**src/hw/rtl/svs_pkg.sv**
```systemverilog
// ----------------------------------------------------------------------------
// svs_pkg
// types and constants of the sphere voxel select block
// ----------------------------------------------------------------------------
package svs_pkg;

  localparam int unsigned NumStages = 7;
  localparam int unsigned MaxDim    = 256;

  localparam int unsigned CfgIdxW = 4;
  localparam int unsigned CfgDataW = 32;
  localparam int unsigned PosW    = 32;
  localparam int unsigned CellW   = 31;
  localparam int unsigned CoordW  = 8;
  localparam int unsigned DimW    = 9;
  localparam int unsigned RadW    = 31;
  localparam int unsigned IdxW    = 24;

  // (2*coord + 1) * cell
  localparam int unsigned ProdW   = CoordW + 1 + CellW;
  // origin + prod/2 before saturation
  localparam int unsigned PSumW   = ProdW + 1;
  // twice the offset from the sphere center
  localparam int unsigned DiffW   = ProdW + 2;
  localparam int unsigned LoW     = 32;
  localparam int unsigned HiW     = DiffW - LoW;
  localparam int unsigned SqW     = 2 * DiffW;
  localparam int unsigned SumSqW  = SqW + 2;
  localparam int unsigned R2W     = 2 * RadW;

  typedef enum logic [CfgIdxW-1:0] {
    CFG_ORIGIN_X = 4'd0,
    CFG_ORIGIN_Y = 4'd1,
    CFG_ORIGIN_Z = 4'd2,
    CFG_CELL_X   = 4'd3,
    CFG_CELL_Y   = 4'd4,
    CFG_CELL_Z   = 4'd5,
    CFG_DIM_X    = 4'd6,
    CFG_DIM_Y    = 4'd7
  } svs_cfg_idx_e;

  // one load enable per pipeline register stage
  typedef logic [NumStages-1:0] svs_stage_en_t;

  typedef struct packed {
    logic signed [PosW-1:0]  origin;
    logic        [CellW-1:0] cell_size;
  } svs_axis_cfg_t;

  typedef struct packed {
    logic        [CoordW-1:0] voxel_x;
    logic        [CoordW-1:0] voxel_y;
    logic        [CoordW-1:0] voxel_z;
    logic                     solid;
    logic signed [PosW-1:0]   center_x;
    logic signed [PosW-1:0]   center_y;
    logic signed [PosW-1:0]   center_z;
    logic        [RadW-1:0]   radius;
  } svs_in_t;

  typedef struct packed {
    logic                   selected;
    logic signed [PosW-1:0] pos_x;
    logic signed [PosW-1:0] pos_y;
    logic signed [PosW-1:0] pos_z;
    logic        [IdxW-1:0] voxel_index;
  } svs_out_t;

endpackage

```
**src/hw/rtl/svs_index.sv**
```systemverilog
// ----------------------------------------------------------------------------
// svs_index
// linear voxel index x + dim_x*(y + dim_y*z), two multiply stages
// ----------------------------------------------------------------------------
module svs_index (
  input  logic                          clk_i,
  input  svs_pkg::svs_stage_en_t        en_i,
  input  logic [svs_pkg::DimW-1:0]      dim_x_i,
  input  logic [svs_pkg::DimW-1:0]      dim_y_i,
  input  logic [svs_pkg::CoordW-1:0]    voxel_x_i,
  input  logic [svs_pkg::CoordW-1:0]    voxel_y_i,
  input  logic [svs_pkg::CoordW-1:0]    voxel_z_i,
  output logic [svs_pkg::IdxW-1:0]      index_o
);

  localparam int unsigned DimW   = svs_pkg::DimW;
  localparam int unsigned CoordW = svs_pkg::CoordW;
  localparam int unsigned IdxW   = svs_pkg::IdxW;
  localparam int unsigned RowW   = DimW + CoordW + 1;
  localparam int unsigned FullW  = RowW + DimW + 1;

  logic [RowW-1:0]   row_d, row_q;
  logic [CoordW-1:0] vx_q;
  logic [FullW-1:0]  full;
  logic [IdxW-1:0]   idx2_q, idx3_q, idx4_q, idx5_q;

  assign row_d = RowW'(dim_y_i) * RowW'(voxel_z_i) + RowW'(voxel_y_i);
  assign full  = FullW'(row_q) * FullW'(dim_x_i) + FullW'(vx_q);

  always_ff @(posedge clk_i) begin
    if (en_i[1]) begin
      row_q <= row_d;
      vx_q  <= voxel_x_i;
    end
    if (en_i[2]) idx2_q <= full[IdxW-1:0];
    if (en_i[3]) idx3_q <= idx2_q;
    if (en_i[4]) idx4_q <= idx3_q;
    if (en_i[5]) idx5_q <= idx4_q;
  end

  assign index_o = idx5_q;

endmodule

```
**config.mk**
```make
export PLATFORM = sky130hd
export DESIGN_NAME = svs_index
export DESIGN_NICKNAME = d
export VERILOG_FILES = /design/src/hw/rtl/svs_pkg.sv /design/src/hw/rtl/svs_index.sv
export SDC_FILE = /design/constraint.sdc
export NUM_CORES = 1
export LEC_CHECK = 0
export ABC_CLOCK_PERIOD_IN_PS = 8750
export BUFFER_PORTS_ARGS = -buffer_cell sky130_fd_sc_hd__buf_2
export CORE_ASPECT_RATIO = 1.4
export CORE_MARGIN = 5
export CORE_UTILIZATION = 30
export DETAILED_ROUTE_END_ITERATION = 12
export PLACE_DENSITY_LB_ADDON = 0.1
export SLEW_MARGIN = 20
export SYNTH_ARGS = -nofsm -noshare
export SYNTH_HDL_FRONTEND = slang
export SYNTH_SLANG_ARGS = --single-unit
```
**constraint.sdc**
```tcl
create_clock -name clk_i -period 8.75 [get_ports clk_i]
set_input_delay 0.875 -clock clk_i [delete_from_list [all_inputs] [get_ports clk_i]]
set_output_delay 0.875 -clock clk_i [all_outputs]
set_load 0.02 [all_outputs]
```
==> flow_summary.yaml <==
run_status:
  outcome: "complete, no violations"
sta:
  maxSlewViolCount: 0
  fin_ws_ns: 2.88
  tightest_slew_ns: 0.570
  tns_ns: 0
  post-route-min-period_ns: 5.87
  final_hold_viol_count: 0
  max_freq_ghz: 0.170
  max_slew_margin_pct: 62.0
  final.setup_skew_ns: 0.00819
  finalCritPeriodShare_pct: 67.1
  setup-violations-final: 0
  rsz0062_at_grt: "no"
critical_path:
  required_ns: 8.97
  crit_arrival_ns: 6.09
  path_class: "in2reg"
  path_buf_inv: 6
  cp_num_cells: 20
  crit_path_cell_trace: "buf_2 > nand2_1 > fa_1 > inv_1 > fa_1 > inv_1 > fa_1 > inv_1 > fa_1 > inv_1 > fa_1 > inv_1 > ha_1 > or3_1 > a211o_2 > and3_1 > o2111ai_2 > a31oi_2 > mux2i_1 > nor4b_1"
  crit_family: "adder cells"
  worst_r2r_path_depth: 19
  crit_slowest_cell: "fa_1"
  cp-start-kind: "input pin"
  crit_path_end_kind: "register"
  path_max_fanout: 18
  critPathMaxStageDelay_ns: 0.55
global_route:
  grt_pass1_wl_um: 36100
  gr-total-overflow: 0
  grt_pass1_vias: 7597
  track_usage_pct: 10.5
  antenna_found_initial: 0
  grt_start_max_net_pins: 27
synthesis:
  synthFlopType: "edfxtp_1"
  yosysWarnings: 0
  synth_edf_count: 122
  synth.avg_cell_area_um2: 11.5
  synth.distinct_cells: 47
  syn_nets: 1305
  synthTopCellsByArea: "edfxtp_1, fa_1, ha_1"
  synthesis.area_um2: 11300
  yosys.area.top_type: "edfxtp_1"
  postSynthCellCount: 990
  netlist.area_leader.share_pct: 32.3
  synth-seq-area-share_pct: 32.3
  synthArstFlopShare_pct: 0
  ys_seq_elements: 122
routing:
  drt-total-wl_um: 20800
  ant_nets: 0
  via_per_inst: 4.35
  via_count: 6722
  firstDrtPassIters: 4
  wl_per_cell_um: 13.5
  drc: 0
  drt_iter0_drc: 157
cts:
  cts_tree: "yes"
  cts_buffers: 17
  clkSinkCount: 122
  cts_resized: 0
  cts-root-buf: "clkbuf_16"
  clk_latency_ns: 0.42
  post_cts_buffers: 0
  clock_path_buffers: 2
  clkSlewWorstSetupHoldPaths_ns: 0.06
  cts_max_level: 4
  hold_buffers: 0
finish:
  nets: 1375
  area_delta_synth_final_pct: 13.2
  final_cell_mix: "fa_1, inv_1, and2_1, edfxtp_1, nand2_1"
  n_fill_cell: 3825
  stdcell_area_um2: 12800
  drive_gt1_share_pct: 10.5
  antenna_cells: 0
  layout_commonest_cell: "fa_1"
floorplan:
  io_pins: 74
  fp-row-count: 84
  fp.coreArea_um2: 37500
  dieHeight_um: 240
  initial_core_util_pct: 30.2
  die_x_um: 174
  fp.dieArea_um2: 41900
place:
  finalWeightedCongestion: 0.769
  numPortBuffers: 71
  place_area_um2: 12200
  pre_cts_ws_ns: 2.39
  hpwlAfterDp_um: 17900
run:
  max_cap_violations: 0
hold_path:
  worstHoldPathType: "reg2reg"
  worstHoldPathCells: 0
==> metrics by stage <==
step | hold WS, ns | util, % | std cells
final | 0.411 | 34.2 | 1546
after CTS | 0.414 | 34.2 | 1546
after floorplan | 0.400 | - | 990
after global placement | 0.400 | 32.6 | 1514
after detailed placement | 0.405 | 32.6 | 1514
after global routing | 0.414 | 34.2 | 1546
==> path summary, 6_finish.rpt <==
path                               end           startpoint  slack [ns]
setup / recovery  idx2_q[23]$_DFFE_PP_           dim_x_i[0]        2.88
hold / removal     idx3_q[7]$_DFFE_PP_  idx2_q[7]$_DFFE_PP_        0.41
setup reg to reg  idx2_q[23]$_DFFE_PP_   row_q[7]$_DFFE_PP_        3.13
hold reg to reg    idx3_q[7]$_DFFE_PP_  idx2_q[7]$_DFFE_PP_        0.41
==> synth_stat cells, drive strengths merged (3+ instances only) <==
cell type,n
a211o,4
or3,4
edfxtp,122
nand2,114
a31oi,5
inv,160
o21ai,9
a21o,6
o21a,9
and3,8
a21oi,27
clkbuf,18
ha,100
nor2b,3
xnor2,28
nor2,14
xor2,8
nand2b,3
or2,3
nand3,9
and2,132
nor3,14
fa,165
==> layout make-up <==
type,instances,area [µm²],share of cell area [%]
multi-input cells,688,7000,54.5
well taps,473,592,4.61
clock buffers,18,429,3.34
flip-flops and latches,122,3660,28.5
clock inverters,14,195,1.52
inverters,160,601,4.68
repair buffers,71,355,2.77
==> kinds of logic (layout without fill, tap and decap cells) <==
logic type / count (synthesis) / count (layout) / synth area share (%)
AO/OA/AOI/OAI: 73 / 73 / 4.37
XOR/XNOR: 36 / 36 / 2.78
flip-flops: 122 / 122 / 32.3
multiplexers: 2 / 2 / 0.176
AND/OR/NAND/NOR: 312 / 312 / 14.3
buffers and inverters: 180 / 263 / 5.98
adder cells (fa/ha/maj): 265 / 265 / 40.1
==> per-layer routing <==
metal	wire, µm	up-vias	GRT usage [%]	part of all wire [%]
met5	0	-	0	0
met4	270	0	3.03	1.3
met3	443	14	1.53	2.1
met2	11600	72	20.8	56
met1	8450	3313	11.6	41
li1	-	3323	-	-
==> flip-flops by register name, indices dropped and copies added, names as in the netlist <==
name,flops
idx2_q,24
idx3_q,24
idx4_q,24
index_o,24
row_q,18
vx_q,8
Power is not shown: default switching activity piles up to over one toggle a cycle in this logic, so the estimate is an artifact.
