--- src/hw/rtl/svs_pkg.sv ---
// ----------------------------------------------------------------------------
// svs_pkg
// types and constants of the sphere voxel select block
// ----------------------------------------------------------------------------
package svs_pkg;

  localparam int unsigned NumStages = 7;
  localparam int unsigned MaxDim    = 256;

  localparam int unsigned CfgIdxW = 4;
  localparam int unsigned CfgDataW = 32;
  localparam int unsigned PosW    = 32;
  localparam int unsigned CellW   = 31;
  localparam int unsigned CoordW  = 8;
  localparam int unsigned DimW    = 9;
  localparam int unsigned RadW    = 31;
  localparam int unsigned IdxW    = 24;

  // (2*coord + 1) * cell
  localparam int unsigned ProdW   = CoordW + 1 + CellW;
  // origin + prod/2 before saturation
  localparam int unsigned PSumW   = ProdW + 1;
  // twice the offset from the sphere center
  localparam int unsigned DiffW   = ProdW + 2;
  localparam int unsigned LoW     = 32;
  localparam int unsigned HiW     = DiffW - LoW;
  localparam int unsigned SqW     = 2 * DiffW;
  localparam int unsigned SumSqW  = SqW + 2;
  localparam int unsigned R2W     = 2 * RadW;

  typedef enum logic [CfgIdxW-1:0] {
    CFG_ORIGIN_X = 4'd0,
    CFG_ORIGIN_Y = 4'd1,
    CFG_ORIGIN_Z = 4'd2,
    CFG_CELL_X   = 4'd3,
    CFG_CELL_Y   = 4'd4,
    CFG_CELL_Z   = 4'd5,
    CFG_DIM_X    = 4'd6,
    CFG_DIM_Y    = 4'd7
  } svs_cfg_idx_e;

  // one load enable per pipeline register stage
  typedef logic [NumStages-1:0] svs_stage_en_t;

  typedef struct packed {
    logic signed [PosW-1:0]  origin;
    logic        [CellW-1:0] cell_size;
  } svs_axis_cfg_t;

  typedef struct packed {
    logic        [CoordW-1:0] voxel_x;
    logic        [CoordW-1:0] voxel_y;
    logic        [CoordW-1:0] voxel_z;
    logic                     solid;
    logic signed [PosW-1:0]   center_x;
    logic signed [PosW-1:0]   center_y;
    logic signed [PosW-1:0]   center_z;
    logic        [RadW-1:0]   radius;
  } svs_in_t;

  typedef struct packed {
    logic                   selected;
    logic signed [PosW-1:0] pos_x;
    logic signed [PosW-1:0] pos_y;
    logic signed [PosW-1:0] pos_z;
    logic        [IdxW-1:0] voxel_index;
  } svs_out_t;

endpackage

--- src/hw/rtl/svs_axis.sv ---
// ----------------------------------------------------------------------------
// svs_axis
// one axis: voxel center position and squared offset to the sphere center
// ----------------------------------------------------------------------------
module svs_axis (
  input  logic                                clk_i,
  input  svs_pkg::svs_stage_en_t              en_i,
  input  svs_pkg::svs_axis_cfg_t              cfg_i,
  input  logic        [svs_pkg::CoordW-1:0]   coord_i,
  input  logic signed [svs_pkg::PosW-1:0]     center_i,
  output logic signed [svs_pkg::PosW-1:0]     pos_o,
  output logic        [svs_pkg::SqW-1:0]      sq_o
);

  localparam int unsigned ProdW = svs_pkg::ProdW;
  localparam int unsigned PSumW = svs_pkg::PSumW;
  localparam int unsigned DiffW = svs_pkg::DiffW;
  localparam int unsigned PosW  = svs_pkg::PosW;
  localparam int unsigned LoW   = svs_pkg::LoW;
  localparam int unsigned HiW   = svs_pkg::HiW;
  localparam int unsigned SqW   = svs_pkg::SqW;

  logic [ProdW-1:0]         prod_d, prod_q;
  logic signed [PosW-1:0]   ctr_q;
  logic [DiffW-1:0]         org_ext, ctr_ext, diff_d, diff_q;
  logic [PSumW-1:0]         psum;
  logic [PSumW-PosW:0]      psum_top;
  logic [PosW-1:0]          pos_d;
  logic [PosW-1:0]          pos2_q, pos3_q, pos4_q, pos5_q;
  logic [DiffW-1:0]         mag_d, mag_q;
  logic [LoW-1:0]           lo;
  logic [HiW-1:0]           hi;
  logic [2*LoW-1:0]         ll_d, ll_q;
  logic [HiW+LoW-1:0]       hl_d, hl_q;
  logic [2*HiW-1:0]         hh_d, hh_q;
  logic [SqW-1:0]           sq_d, sq_q;

  // stage 1: odd multiple of the cell size
  assign prod_d = ProdW'({coord_i, 1'b1}) * ProdW'(cfg_i.cell_size);

  // stage 2: twice the offset, and the saturated center position
  assign org_ext = {{(DiffW-PosW){cfg_i.origin[PosW-1]}}, cfg_i.origin};
  assign ctr_ext = {{(DiffW-PosW){ctr_q[PosW-1]}}, ctr_q};
  assign diff_d  = (org_ext << 1) + {2'b00, prod_q} - (ctr_ext << 1);
  assign psum    = org_ext[PSumW-1:0] + {2'b00, prod_q[ProdW-1:1]};
  assign psum_top = psum[PSumW-1:PosW-1];

  always_comb begin
    if ((psum_top == '0) || (psum_top == '1)) begin
      pos_d = psum[PosW-1:0];
    end else if (psum[PSumW-1]) begin
      pos_d = {1'b1, {(PosW-1){1'b0}}};
    end else begin
      pos_d = {1'b0, {(PosW-1){1'b1}}};
    end
  end

  // stage 3: magnitude
  assign mag_d = diff_q[DiffW-1] ? (~diff_q + DiffW'(1)) : diff_q;

  // stage 4: partial products of the square
  assign lo   = mag_q[LoW-1:0];
  assign hi   = mag_q[DiffW-1:LoW];
  assign ll_d = (2*LoW)'(lo) * (2*LoW)'(lo);
  assign hl_d = (HiW+LoW)'(hi) * (HiW+LoW)'(lo);
  assign hh_d = (2*HiW)'(hi) * (2*HiW)'(hi);

  // stage 5: square
  assign sq_d = {hh_q, {(2*LoW){1'b0}}} + SqW'({hl_q, {(LoW+1){1'b0}}}) + SqW'(ll_q);

  always_ff @(posedge clk_i) begin
    if (en_i[1]) begin
      prod_q <= prod_d;
      ctr_q  <= center_i;
    end
    if (en_i[2]) begin
      diff_q <= diff_d;
      pos2_q <= pos_d;
    end
    if (en_i[3]) begin
      mag_q  <= mag_d;
      pos3_q <= pos2_q;
    end
    if (en_i[4]) begin
      ll_q   <= ll_d;
      hl_q   <= hl_d;
      hh_q   <= hh_d;
      pos4_q <= pos3_q;
    end
    if (en_i[5]) begin
      sq_q   <= sq_d;
      pos5_q <= pos4_q;
    end
  end

  assign pos_o = pos5_q;
  assign sq_o  = sq_q;

endmodule

--- config.mk ---
export PLATFORM = sky130hd
export DESIGN_NAME = svs_axis
export DESIGN_NICKNAME = d
export VERILOG_FILES = /design/src/hw/rtl/svs_pkg.sv /design/src/hw/rtl/svs_axis.sv
export SDC_FILE = /design/constraint.sdc
export NUM_CORES = 2
export LEC_CHECK = 0
export ABC_CLOCK_PERIOD_IN_PS = 16200
export BUFFER_PORTS_ARGS = -buffer_cell sky130_fd_sc_hd__buf_2
export CORE_MARGIN = 2
export CORE_UTILIZATION = 45
export DETAILED_ROUTE_END_ITERATION = 16
export PLACE_DENSITY_LB_ADDON = 0.05
export SETUP_SLACK_MARGIN = 0.2
export SYNTH_ARGS = -nofsm -noshare
export SYNTH_HDL_FRONTEND = slang
export SYNTH_SLANG_ARGS = --single-unit
--- constraint.sdc ---
create_clock -name clk_i -period 16.2 [get_ports clk_i]
set_clock_uncertainty 0.2 [all_clocks]
set_input_delay 0.81 -clock clk_i [delete_from_list [all_inputs] [get_ports clk_i]]
set_output_delay 0.81 -clock clk_i [all_outputs]
set_load 0.1 [all_outputs]
==> flow_metrics.py <==
metrics = {
    "outcome": {
        "status": "complete, no violations",
    },
    "clock_tree": {
        "root_buffer": "clkbuf_16",
        "clockBufferDepth": 3,
        "cts_setup_buffers": 0,
        "clkLatencyLatePin_ns": 0.67,
        "ctsHoldBuffers": 0,
        "h-tree-depth": 2,
        "ctsResizeCount": 0,
        "cts.reportedPaths.clkPinSlew_ns": 0.06,
        "numCtsBuffers": 58,
        "cts.sinks": 491,
        "tritoncts": "yes",
    },
    "floorplanning": {
        "start_util": 0.453,
        "fp-row-count": 148,
        "die_y_um": 409,
        "die-area_um2": 167000,
        "core-area_um2": 163000,
        "die_w_um": 409,
        "num_io_pins": 227,
    },
    "critical_path": {
        "critPathLaunchType": "flip-flop",
        "cpMaxStageDelayCell": "a2111oi_0",
        "critPathLaunch": "mag_q[7]",
        "crit_fanout": 35,
        "critPathRequiredTime_ns": 16.52,
        "path_common_cell": "fa_1",
        "crit_buf_inv": 5,
        "worstReg2RegStart": "mag_q[7]",
        "path_class": "flip-flop to flip-flop",
        "critical-path-top-delay-family": "adder cells",
        "end_kind": "flip-flop",
        "worst_path_largest_cell_delay_ns": 0.87,
        "arrival_ns": 10.93,
    },
    "sta": {
        "period_needed_ns": 10.61,
        "slew_headroom": 0.285,
        "setup_violations": 0,
        "rsz0062_at_grt": "no",
        "fin_crit_sh": 0.655,
        "setup-tns-final_ns": 0,
        "tightestPinTransition_ns": 1.07,
        "hold_violations": 0,
        "slew_viol_final": 0,
        "fmax_ghz": 0.0942,
    },
    "detailed_routing": {
        "vias": 49300,
        "postRouteAntennaNets": 0,
        "first_iter_violations": 2491,
        "dr.pass1.iters": 5,
        "drc": 0,
        "routedWlPerCell_um": 19.1,
        "via_per_inst": 5.11,
        "route.final.wire_length_um": 185000,
    },
    "logic_synthesis": {
        "synth_edf_count": 491,
        "postSynthAreaPerCell_um2": 10.0,
        "synthArstFlopShare": 0,
        "yosysMostFrequentCell": "inv_1",
        "synth-seq-cells": 491,
        "synth_commonest_cells": "inv_1, fa_1, nand2_1, ha_1, and2_1",
        "ys_seq_area_frac": 0.200,
        "synthTopCellsByArea": "fa_1, edfxtp_1, ha_1",
        "yosysTopAreaCell": "fa_1",
        "synthesis.area_um2": 73700,
        "synth_top_cell_area_share": 0.360,
        "ys.flop_type": "edfxtp_1",
        "syn_inst": 7350,
        "synth_cell_type_count": 89,
        "syn_nets": 9390,
        "yosys_warnings": 0,
    },
    "placed_design": {
        "portBuffers": 223,
        "hpwl_um": 148000,
        "dp.cells": 9533,
        "place_congestion": 0.888,
    },
    "layout": {
        "layout-drive-gt1-share": 0.0619,
        "seqCellArea_um2": 14700,
        "finish.utilization": 0.484,
        "syn2layout_area_growth_pct": 6.99,
        "nNetsFinal": 9458,
        "stdcell_count": 9642,
        "multi_input_area_um2": 51600,
        "n_fill_cell": 15500,
    },
    "global_routing": {
        "grt_pass1_vias": 54000,
        "grt_max_degree": 71,
        "grt_overflow": 0,
        "grt_pass1_wl_um": 298000,
        "antenna_found_initial": 26,
        "groute.usage.overall": 0.227,
    },
    "flow_run": {
        "drv_cap": 0,
    },
    "hold_path": {
        "min_from": "center_i[12]",
        "hp-class": "primary input to flip-flop",
    },
}
[layer usage]
metal	vias to the layer above	share of wire	GRT usage
met5	-	0.0015	0
met2	828	0.50	0.404
met1	25100	0.42	0.284
met3	282	0.039	0.0287
li1	23000	-	-
met4	40	0.040	0.0802
[final timing paths]
kind,cells past startpoint,slack [ns],end
setup / recovery,25,5.59,ll_q[63]
setup reg to reg,25,5.59,ll_q[63]
hold / removal,1,0.12,ctr_q[12]
hold reg to reg,0,0.21,pos_o[28]
[cell usage in the layout (no fill, tap or decap), types with 126 or more instances in the layout]
cell type,netlist,routed
edfxtp_1,491,491
a21o_1,126,126
inv_1,1666,1666
nand2_1,716,716
buf_2,6,218
nor2_1,222,222
a21oi_1,228,228
xnor2_1,230,230
ha_1,605,605
and2_1,496,496
fa_1,1324,1324
o21ai_0,148,147
[flip-flops by register name (all words and copies together) (netlist names)]
name / flops
sq_o: 83
pos4_q: 32
diff_q: 42
pos_o: 32
pos2_q: 32
mag_q: 42
ll_q: 63
prod_q: 40
hl_q: 42
ctr_q: 32
pos3_q: 32
hh_q: 19
[area by class of cell]
class                   instances  share of cell area
clock inverters                43             0.00525
clock buffers                  65              0.0187
inverters                    1671              0.0795
well taps                    2175              0.0345
repair buffers                291              0.0209
diodes                          1           0.0000317
flip-flops and latches        491               0.187
multi-input cells            4905               0.654
[through the flow]
stage | hold slack, ns | instance area, um2 | setup WS (ns)
after floorplan | 0.200 | 73700 | 7.94
after global placement | 0.200 | 77000 | 5.66
after detailed placement | 0.205 | 77000 | 5.67
after CTS | 0.0646 | 78900 | 5.63
after global routing | 0.0872 | 78900 | 5.09
final | 0.120 | 78900 | 5.59
[kinds of logic after synthesis]
kind of cell,synth area share
AO/OA/AOI/OAI,0.0779
flip-flops,0.200
adder cells (fa/ha/maj),0.462
XOR/XNOR,0.0386
AND/OR/NAND/NOR,0.120
multiplexers,0.00100
buffers and inverters,0.100
other,0.0000509
Power is not shown: default switching activity piles up to over one toggle a cycle in this logic, so the estimate is an artifact.
